`config.mk`:
```
export PLATFORM = sky130hd
export DESIGN_NAME = multi_client_watchdog_checkin_unit
export DESIGN_NICKNAME = d
export VERILOG_FILES = /design/src/sv/mcwd_pkg.sv /design/src/sv/multi_client_watchdog_checkin_unit.sv /design/src/sv/mcwd_slot_ram.sv
export SDC_FILE = /design/constraint.sdc
export NUM_CORES = 1
export LEC_CHECK = 0
export BUFFER_PORTS_ARGS = -buffer_cell sky130_fd_sc_hd__buf_2
export CORE_AREA = 2 2 321 164
export DETAILED_ROUTE_END_ITERATION = 8
export DIE_AREA = 0 0 323 166
export PLACE_DENSITY_LB_ADDON = 0.12
export SETUP_SLACK_MARGIN = 0.1
export SKIP_CTS_REPAIR_TIMING = 1
export SLEW_MARGIN = 25
export SYNTH_ARGS = -nofsm -noshare
export SYNTH_HDL_FRONTEND = slang
export SYNTH_HIERARCHICAL = 1
export SYNTH_SLANG_ARGS = --single-unit
```
`constraint.sdc`:
```
create_clock -name clk -period 3.8 [get_ports clk]
set_clock_uncertainty 0.05 [all_clocks]
set_input_delay 0.38 -clock clk [delete_from_list [all_inputs] [get_ports clk]]
set_output_delay 0.38 -clock clk [all_outputs]
set_load 0.01 [all_outputs]
```
`src/sv/mcwd_pkg.sv`:
```
`timescale 1ns / 1ps
// Shared types and constants for the multi-client watchdog check-in unit.
// No dependencies; imported by the top level and the testbench.
package mcwd_pkg;

	// Beat layouts
	localparam int OP_W      = 2;
	localparam int CID_W     = 16;
	localparam int STAT_W    = 2;
	localparam int S_TDATA_W = 24;
	localparam int M_TDATA_W = 8;

	// Operation codes
	typedef enum logic [OP_W-1:0] {
		OP_CHECKIN    = 2'd0,
		OP_REGISTER   = 2'd1,
		OP_UNREGISTER = 2'd2
	} op_t;

	// Result status codes
	typedef enum logic [STAT_W-1:0] {
		STAT_OK       = 2'd0,
		STAT_FULL     = 2'd1,
		STAT_NOTFOUND = 2'd2
	} status_t;

	// Sequencer states, one-hot
	typedef enum logic [2:0] {
		ST_IDLE = 3'b001,
		ST_SCAN = 3'b010,
		ST_FIN  = 3'b100
	} state_t;

endpackage

```
`src/sv/multi_client_watchdog_checkin_unit.sv`:
```
`timescale 1ns / 1ps
// Multi-client watchdog check-in unit: top level with the slot-scan sequencer.
// Depends on mcwd_pkg and mcwd_slot_ram.
//
// Each input beat carries an operation (check in, register, unregister) and a
// client id; exactly one result beat (refresh, status) comes back per input.
// The slot table is scanned one slot per cycle through a single read port and
// one id comparator, so a check-in reads every slot before its result is
// presented; register and unregister stop at the first free or matching slot.
// Unused op code three skips the scan and goes straight to the result. The
// block takes one item at a time: s_tready is high only while the sequencer is
// idle, which it reaches on the cycle the result is presented, so the next
// beat can be taken at the earliest while that result is on the output. A
// result held by m_tready low delays the return to idle only when the next
// result is ready before the previous one has left; a finished result may sit
// in the output register while the next item is taken.
// No clearing pass is needed after reset.
module multi_client_watchdog_checkin_unit
	import mcwd_pkg::*;
#(
	parameter int SLOTS   = 24,
	parameter int ID_BITS = 16
) (
	input  logic                 clk,
	input  logic                 arst_n,
	// op [1:0], client_id [17:2], zero fill [23:18]
	input  logic [S_TDATA_W-1:0] s_tdata,
	input  logic                 s_tvalid,
	output logic                 s_tready,
	// refresh [0], status [2:1], zero fill [7:3]
	output logic [M_TDATA_W-1:0] m_tdata,
	output logic                 m_tvalid,
	input  logic                 m_tready
);

	localparam int IW = (SLOTS > 1) ? $clog2(SLOTS) : 1;
	localparam logic [IW-1:0] LAST_IDX = IW'(SLOTS - 1);

	state_t             st_q;
	op_t                op_q;
	logic [ID_BITS-1:0] key_q;
	logic [IW-1:0]      rd_idx_q;
	logic               iss_q;
	logic               iss_s1;
	logic [IW-1:0]      idx_s1;
	logic               done_q;
	logic [SLOTS-1:0]   chk_q;
	logic               res_refresh_q;
	status_t            res_status_q;
	logic               m_tvalid_q;
	logic               out_refresh_q;
	status_t            out_status_q;

	logic [OP_W-1:0]    in_op;
	logic [CID_W-1:0]   in_cid;
	logic [ID_BITS-1:0] cur_id;
	logic               hit;
	logic               free;
	logic               slot_done;
	logic               eval;
	logic               is_last;
	logic               scan_end;
	logic               fin;
	logic               out_load;
	logic               we;
	logic [ID_BITS-1:0] wdata;

	// Input beat unpacking
	assign in_op    = s_tdata[OP_W-1:0];
	assign in_cid   = s_tdata[OP_W+CID_W-1:OP_W];
	assign s_tready = (st_q == ST_IDLE);

	mcwd_slot_ram #(
		.DEPTH(SLOTS),
		.AW   (IW),
		.DW   (ID_BITS)
	) u_slot_ram (
		.clk   (clk),
		.arst_n(arst_n),
		.we    (we),
		.waddr (idx_s1),
		.wdata (wdata),
		.raddr (rd_idx_q),
		.rdata (cur_id)
	);

	// Per-slot evaluation of the returned read data
	always_comb begin
		eval      = (st_q == ST_SCAN) && iss_s1;
		is_last   = (idx_s1 == LAST_IDX);
		hit       = (cur_id == key_q);
		free      = (cur_id == '0);
		slot_done = free || chk_q[idx_s1] || hit;
		we        = eval && (((op_q == OP_REGISTER) && free) ||
			((op_q == OP_UNREGISTER) && hit));
		wdata     = (op_q == OP_REGISTER) ? key_q : '0;
		case (op_q)
			OP_CHECKIN:    scan_end = is_last;
			OP_REGISTER:   scan_end = free || is_last;
			OP_UNREGISTER: scan_end = hit || is_last;
			default:       scan_end = 1'b1;
		endcase
		fin       = eval && scan_end;
		out_load  = (st_q == ST_FIN) && (!m_tvalid_q || m_tready);
	end

	// Sequencer
	always_ff @(posedge clk or negedge arst_n) begin
		if (!arst_n) begin
			st_q          <= ST_IDLE;
			op_q          <= OP_CHECKIN;
			rd_idx_q      <= '0;
			iss_q         <= 1'b0;
			iss_s1        <= 1'b0;
			idx_s1        <= '0;
			done_q        <= 1'b1;
			chk_q         <= '0;
			res_refresh_q <= 1'b0;
			res_status_q  <= STAT_OK;
			m_tvalid_q    <= 1'b0;
		end else begin
			// read pipeline tag
			iss_s1 <= iss_q;
			idx_s1 <= rd_idx_q;

			// output valid: load a finished result or drop on handshake
			if (out_load) begin
				m_tvalid_q <= 1'b1;
			end else if (m_tready) begin
				m_tvalid_q <= 1'b0;
			end

			unique case (st_q)
				ST_IDLE: begin
					if (s_tvalid) begin
						op_q          <= op_t'(in_op);
						rd_idx_q      <= '0;
						done_q        <= 1'b1;
						res_refresh_q <= 1'b0;
						res_status_q  <= STAT_OK;
						if (in_op == OP_CHECKIN || in_op == OP_REGISTER ||
							in_op == OP_UNREGISTER) begin
							iss_q <= 1'b1;
							st_q  <= ST_SCAN;
						end else begin
							st_q <= ST_FIN;
						end
					end
				end
				ST_SCAN: begin
					// issue reads one slot per cycle
					if (iss_q && rd_idx_q != LAST_IDX) begin
						rd_idx_q <= rd_idx_q + 1'b1;
					end
					if (fin) begin
						iss_q <= 1'b0;
						st_q  <= ST_FIN;
					end else if (iss_q && rd_idx_q == LAST_IDX) begin
						iss_q <= 1'b0;
					end
					if (eval) begin
						case (op_q)
							OP_CHECKIN: begin
								if (!slot_done) begin
									done_q <= 1'b0;
								end
								if (is_last) begin
									res_refresh_q <= done_q && slot_done;
								end
								if (is_last && done_q && slot_done) begin
									chk_q <= '0;
								end else if (hit) begin
									chk_q[idx_s1] <= 1'b1;
								end
							end
							OP_REGISTER: begin
								if (free) begin
									chk_q[idx_s1] <= 1'b0;
								end else if (is_last) begin
									res_status_q <= STAT_FULL;
								end
							end
							OP_UNREGISTER: begin
								if (hit) begin
									chk_q[idx_s1] <= 1'b0;
								end else if (is_last) begin
									res_status_q <= STAT_NOTFOUND;
								end
							end
							default: ;
						endcase
					end
				end
				ST_FIN: begin
					// hand result to the output register once it is free
					if (out_load) begin
						st_q <= ST_IDLE;
					end
				end
				default: begin
					st_q <= ST_IDLE;
				end
			endcase
		end
	end

	// Key register, no reset needed
	always_ff @(posedge clk) begin
		if (st_q == ST_IDLE && s_tvalid) begin
			key_q <= ID_BITS'(in_cid);
		end
	end

	// Output payload
	always_ff @(posedge clk) begin
		if (out_load) begin
			out_refresh_q <= res_refresh_q;
			out_status_q  <= res_status_q;
		end
	end

	assign m_tvalid = m_tvalid_q;
	assign m_tdata  = {{(M_TDATA_W - STAT_W - 1){1'b0}}, out_status_q, out_refresh_q};

`ifndef SYNTH
	// A refresh only ever goes out with an ok status
	a_refresh_ok: assert property (@(posedge clk) disable iff (!arst_n)
		(m_tvalid_q && out_refresh_q) |-> (out_status_q == STAT_OK))
		else $error("refresh with non-ok status");

	// Flags are all cleared by the time a refresh result is pending
	a_flags_cleared: assert property (@(posedge clk) disable iff (!arst_n)
		(st_q == ST_FIN && res_refresh_q) |-> (chk_q == '0))
		else $error("check-in flags not cleared on refresh");

	// No read issue left running outside a scan
	a_no_stray_issue: assert property (@(posedge clk) disable iff (!arst_n)
		(st_q == ST_IDLE) |-> !iss_q)
		else $error("read issue active while idle");

	// An accepted beat always starts a scan or finishes at once
	a_accept_moves: assert property (@(posedge clk) disable iff (!arst_n)
		(s_tvalid && s_tready) |=> (st_q == ST_SCAN || st_q == ST_FIN))
		else $error("accepted beat did not leave idle");
`endif

endmodule

```
`src/sv/mcwd_slot_ram.sv`:
```
`timescale 1ns / 1ps
// Client id slot store: one write port, one registered read port.
// Per-entry valid bits make never-written slots read as id 0 (free).
module mcwd_slot_ram #(
	parameter int DEPTH = 24,
	parameter int AW    = 5,
	parameter int DW    = 16
) (
	input  logic          clk,
	input  logic          arst_n,
	input  logic          we,
	input  logic [AW-1:0] waddr,
	input  logic [DW-1:0] wdata,
	input  logic [AW-1:0] raddr,
	output logic [DW-1:0] rdata
);

	logic [DW-1:0]    mem [DEPTH];
	logic [DEPTH-1:0] vld_q;
	logic [DW-1:0]    rd_s1;
	logic             rvld_s1;

	// Storage write and registered read
	always_ff @(posedge clk) begin
		if (we) begin
			mem[waddr] <= wdata;
		end
		rd_s1 <= mem[raddr];
	end

	// Written-since-reset marks
	always_ff @(posedge clk or negedge arst_n) begin
		if (!arst_n) begin
			vld_q   <= '0;
			rvld_s1 <= 1'b0;
		end else begin
			if (we) begin
				vld_q[waddr] <= 1'b1;
			end
			rvld_s1 <= vld_q[raddr];
		end
	end

	assign rdata = rvld_s1 ? rd_s1 : '0;

endmodule

```
Word-level counts from Yosys, hierarchy flattened. Memories as Yosys holds them, arrays and structs flattened. A register that Yosys moved wholly into a read port is not among the register bits. Index checks and enable logic that the tools add are counted.

Flip-flop bits (word level): 90. Bits in writable memories: 384. Output and inout bits: 10. Word-level logic and storage cells: 139. Memories: 1.

Memory list: u_slot_ram.mem (depth 24, bits a word 16, rd ports 1, clocked after Yosys merged registers in 1, write ports 1, RTL line mcwd_slot_ram.sv:18) `logic [DW-1:0] mem [DEPTH];`.

Add/sub/neg operators: 1. $lt $le $gt $ge: 3. Equal/unequal tests: 29. Muxes and demuxes: 49. Bitwise logic cells: 4. Reduce and logical (&&, ||, !) cells: 36.

Operators by type and width (count): 2-to-1 mux 24 bit (4); one-hot mux 24 bit (3 select lines) (1); bitwise OR 24 bit (2); 2-to-1 mux 16 bit (2); bitwise AND 24 bit (1); NOT 24 bit (1); 2-to-1 mux 1 bit (19); == test 16 bit (1); zero test 16 bit (1); != test 2 bit, second input constant (8); != test 3 bit, second input constant (5); logical AND 1 bit (13); < comparator 5 x 6 -> 1 bit, second input constant (2); 2-to-1 mux 2 bit (6); 2-to-1 mux 3 bit (4); binary-select mux 1 bit (select 5 bit) (2); == test 5 bit, second input constant (2); 2-to-1 mux 5 bit (2); one-hot mux 5 bit (2 select lines) (1); AND reduction 5 bit (2); one-hot mux 3 bit (3 select lines) (1); logical OR 1 bit (8); one-hot mux 2 bit (2 select lines) (2); AND reduction 8 bit (1); 22 further kinds (31).

Depth between registers and ports, before layout.
Depth after elaboration: 9. Mapped depth: 11. Gate-level depth less buffers: 9.

Cells and area by module. The synthesis kept the hierarchy.

Modules (own cells, without submodules): mcwd_slot_ram (instances 1, cells each 858, area each 16273.1 um^2, seq. area each 12477.0 um^2); multi_client_watchdog_checkin_unit (instances 1, cells each 331, area each 3439.5 um^2, seq. area each 1724.2 um^2).

Worst setup path before layout. No wires, ideal clock.

Kind: reg2reg. Start: reg u_slot_ram.rvld_s1. End: mem u_slot_ram.mem[20][0], enable pin. Arrival time: 3260 ps. Data required time: 3361 ps. Setup slack: 100 ps. Stages on the path, launching flop included: 11. Buffers on the path: 2. Clock period less this slack: 3700 ps. Cell sequence: dfrtp_1 -> clkbuf_1 -> and2_1 -> xor2_1 -> nor4_1 -> nand4_1 -> or2_2 -> a21oi_1 -> or3b_2 -> clkbuf_1 -> nor2_1.

Cells in the longest elaborated chain, start to end: 7. Elaborated cells between the ends (all ways): 9.

Ends and longest elaborated chain: start: declaration (RTL line mcwd_slot_ram.sv:21) `logic rvld_s1;`; start signal: assignment (RTL line mcwd_slot_ram.sv:40) `rvld_s1 <= vld_q[raddr];`; 2-to-1 mux 16 bit * (RTL line mcwd_slot_ram.sv:44) `assign rdata = rvld_s1 ? rd_s1 : '0;`; via cur_id[12] (RTL line multi_client_watchdog_checkin_unit.sv:56) `logic [ID_BITS-1:0] cur_id;`; == test 16 bit / zero test 16 bit (equally long branches) (RTL line multi_client_watchdog_checkin_unit.sv:91, multi_client_watchdog_checkin_unit.sv:92); logical AND 1 bit (on tied branches) (RTL line multi_client_watchdog_checkin_unit.sv:95, multi_client_watchdog_checkin_unit.sv:94); logical OR 1 bit * (RTL line multi_client_watchdog_checkin_unit.sv:94) `we = eval && (((op_q == OP_REGISTER) && free) ||`; logical AND 1 bit * (RTL line multi_client_watchdog_checkin_unit.sv:94); via we (RTL line multi_client_watchdog_checkin_unit.sv:65) `logic we;`; 2-to-1 mux 1 bit * (RTL line mcwd_slot_ram.sv:25) `if (we) begin`; 2-to-1 mux 1 bit (not written as such) * (RTL line mcwd_slot_ram.sv:26) `mem[waddr] <= wdata;`; end: declaration (RTL line mcwd_slot_ram.sv:18).

Mark *: on every way through the listed nets, which the timed path passes. The rest lies on a longest branch.

Worst setup path in the final report.
Start: reg u_slot_ram.rvld_s1. End: mem u_slot_ram.mem[4][8], enable pin.

Same word-level chain as after synthesis.

==> results.tsv <==
metric	value	unit
outcome	finished, final reports clean	
pin count of the biggest net entering global routing	72	
pre-CTS setup slack	0.293	ns
Post-Route WL	51400	µm
area grow syn2layout	14.1	%
drt via density	5.39	
Fillers	4528	
Yosys top cell area share	61.4	%
CP Buf/Inv Count	1	
reg2reg setup slack	0.36	ns
DIE AREA	53600	µm²
Yosys warnings	6	
CP endpoint kind	flop	
synth top area cells	edfxtp_1 61%, dfrtp_1 8.8%, mux4_2 6.3%	
Die Span X	323	µm
fin crit period	3.44	ns
HPWL Detailed	32100	µm
RePlAce Congestion	0.816	
total negative slack	0	ns
CTS tree	built	
CTS Buf Count	45	
VDD IR max	0.352	mV
gr usage total	19.4	%
row count	59	
IO Port Bufs	26	
max incr delay on CP	0.64	ns
commonest cells in the synthesized netlist	403 x edfxtp_1, 122 x mux2i_1, 75 x nand2_1	
RSZ-0062 raised after global routing	false	
ys flop type	edfxtp_1	
fraction of final layout cells sized beyond drive strength 1	21.3	%
most numerous cell in the Yosys netlist	edfxtp_1	
CORE AREA	51100	µm²
via count	10700	
area of the multi-input gates	5210	µm²
first-pass GRT wire length	74100	µm
leakage power	7.42	nW
fmax	291	MHz
initial antenna violation count	1	
Slew HR	36.7	%
Cell Pwr Density	611	nW/µm²
Mapped Cells	1189	
height of the die	166	µm
# setup viols final	0	
routed len/inst	25.8	µm
Worst-Skew Late Latency	0.57	ns
syn avg cell area	16.6	µm²
Seq/Total Area, Yosys	72.0	%
Inst Count DP	1898	
Pwr Total	13.8	mW
clk sink count	490	
Ports	38	
initial DRC count	1277	
CP cell instances	and2_1 > xor2_1 > nor4_1 > nand4_1 > or2_2 > a21oi_2 > or3b_2 > nor2_2 > buf_12	
CTS max path bufs	3	
final hold vios	0	
Final Max Tran Viols	0	
Slew @ Worst Pin	0.949	ns
distinct cell type count of the synthesized netlist	56	
Critical Path Slowest Stage Cell	or3b_2	
Setup crit start kind	flop	
ys async rst share	14.5	%
clk root buf	clkbuf_16	
final setup margin	0.363	ns
HP Class	input pin to flop	
Crit Path Max Fanout	17	
first drt pass iteration count	5	
design area	22500	µm²
Reg area	14200	µm²
WS Path Type	flop to flop	
Post-DRT Antenna Nets	0	
total gr overflow	0	
worst endpoint required time	4.02	ns
max-cap violation count	0	
Reg clk slew, reported paths	0.07	ns
flops & latches, synth	490	
n_diodes	0	
Post-Syn Area	19700	µm²
Nets	1294	
CTS HTree Levels	2	
critical path arrival	3.65	ns
EDFF count, synth	403	
post-route clock period utilization	90.4	%
fin cells	1995	
Largest delay share family, worst path	simple AND/OR/NAND/NOR gates	
Area after DPL	20900	µm²
Starting Density	38.6	%
Residual DRC	0	
leading area contributor after synthesis	edfxtp_1	
vias in the first global route	10200	
path summary, 6_finish.rpt:
| path | startpoint | end | depth (start not counted) |
|---|---|---|---|
| min in group asynchronous | arst_n | u_slot_ram/vld_q[8]$_DFFE_PN0P_ | 2 |
| worst min-delay path | s_tdata[0] | op_q[0]$_DFFE_PN0P_ | 3 |
| max in group asynchronous | arst_n | rd_idx_q[2]$_DFFE_PN0P_ | 2 |
| worst min register to register | iss_q$_DFFE_PN0P_ | iss_s1$_DFF_PN0_ | 0 |
| worst max-delay path | u_slot_ram/rvld_s1$_DFF_PN0_ | u_slot_ram/mem[4][8]$_DFFE_PP_ | 9 |
| worst max register to register | u_slot_ram/rvld_s1$_DFF_PN0_ | u_slot_ram/mem[4][8]$_DFFE_PP_ | 9 |
routing by layer:
layer | GRT usage, % | share of wire (%)
met2 | 23.3 | 37
met5 | 0 | 0
met1 | 33.7 | 52
met4 | 4.25 | 1.7
met3 | 4.73 | 8.7
stage by stage:
step | util (%) | hold slack (ns)
detailed placement | 40.9 | 0.336
floorplan | - | 0.0344
CTS | 43.7 | -0.0937
finish | 44.0 | 0.0243
global placement | 40.9 | 0.328
global route | 44.0 | 0.0220
report_power, final:
group,switching [mW],internal (mW)
logic,1.68,0.974
clock network,2.00,2.45
registers,0.289,6.36
final cells by class:
cell class,count,share of cell area [%]
sequential,490,63.2
multi-input combinational,627,23.2
clock buffer,61,5.41
tap,701,3.90
timing repair buffer,89,3.45
clock inverter,19,0.779
inverter,8,0.133
worst register-to-register path: stages (launching register included):
cell,delay (ns)
dfrtp_1,0.51
and2_1,0.23
xor2_1,0.16
nor4_1,0.33
nand4_1,0.20
or2_2,0.36
a21oi_2,0.24
or3b_2,0.64
nor2_2,0.22
buf_12,0.19
cells by family after synthesis:
logic type,count (synthesis),synth area share [%]
DFF,490,72.0
and+or+nand+nor,254,6.68
muxes,181,12.8
AOI/OAI and AO/OA,163,5.29
buffers and inverters,76,2.02
xor gates and xnor gates,19,0.844
adders and majority gates,5,0.317
other,1,0.0190
placed cells by master (no fill, tap or decap), drive strengths merged, types with 8 or more instances in the layout:
| cell type | synthesis | routed |
|---|---|---|
| and2 | 37 | 37 |
| o2111ai | 17 | 17 |
| o21ai | 53 | 53 |
| edfxtp | 403 | 403 |
| buf | 46 | 72 |
| dlygate4sd3 | 0 | 17 |
| a21oi | 47 | 47 |
| dfrtp | 69 | 69 |
| nor2 | 39 | 39 |
| clkbuf | 22 | 61 |
| o211ai | 17 | 17 |
| mux2i | 122 | 122 |
| nand3b | 9 | 9 |
| clkinv | 1 | 15 |
| dfxtp | 16 | 16 |
| nor4 | 8 | 8 |
| xor2 | 19 | 19 |
| or2 | 29 | 29 |
| nand3 | 23 | 23 |
| inv | 7 | 9 |
| a22oi | 17 | 17 |
| nand2 | 75 | 75 |
| mux4 | 56 | 56 |
flip-flops by register name, indices dropped and copies added, names as in the netlist:
| name | count |
|---|---|
| res_status_q | 2 |
| st_q | 3 |
| m_tvalid | 1 |
| op_q | 2 |
| u_slot_ram/mem | 384 |
| key_q | 16 |
| out_refresh_q | 1 |
| idx_s1 | 5 |
| u_slot_ram/vld_q | 24 |
| u_slot_ram/rvld_s1 | 1 |
| chk_q | 24 |
| res_refresh_q | 1 |
| u_slot_ram/rd_s1 | 16 |
| iss_s1 | 1 |
| iss_q | 1 |
| rd_idx_q | 5 |
| done_q | 1 |
| out_status_q | 2 |
No activity file was read; power rests on OpenSTA's default activity.
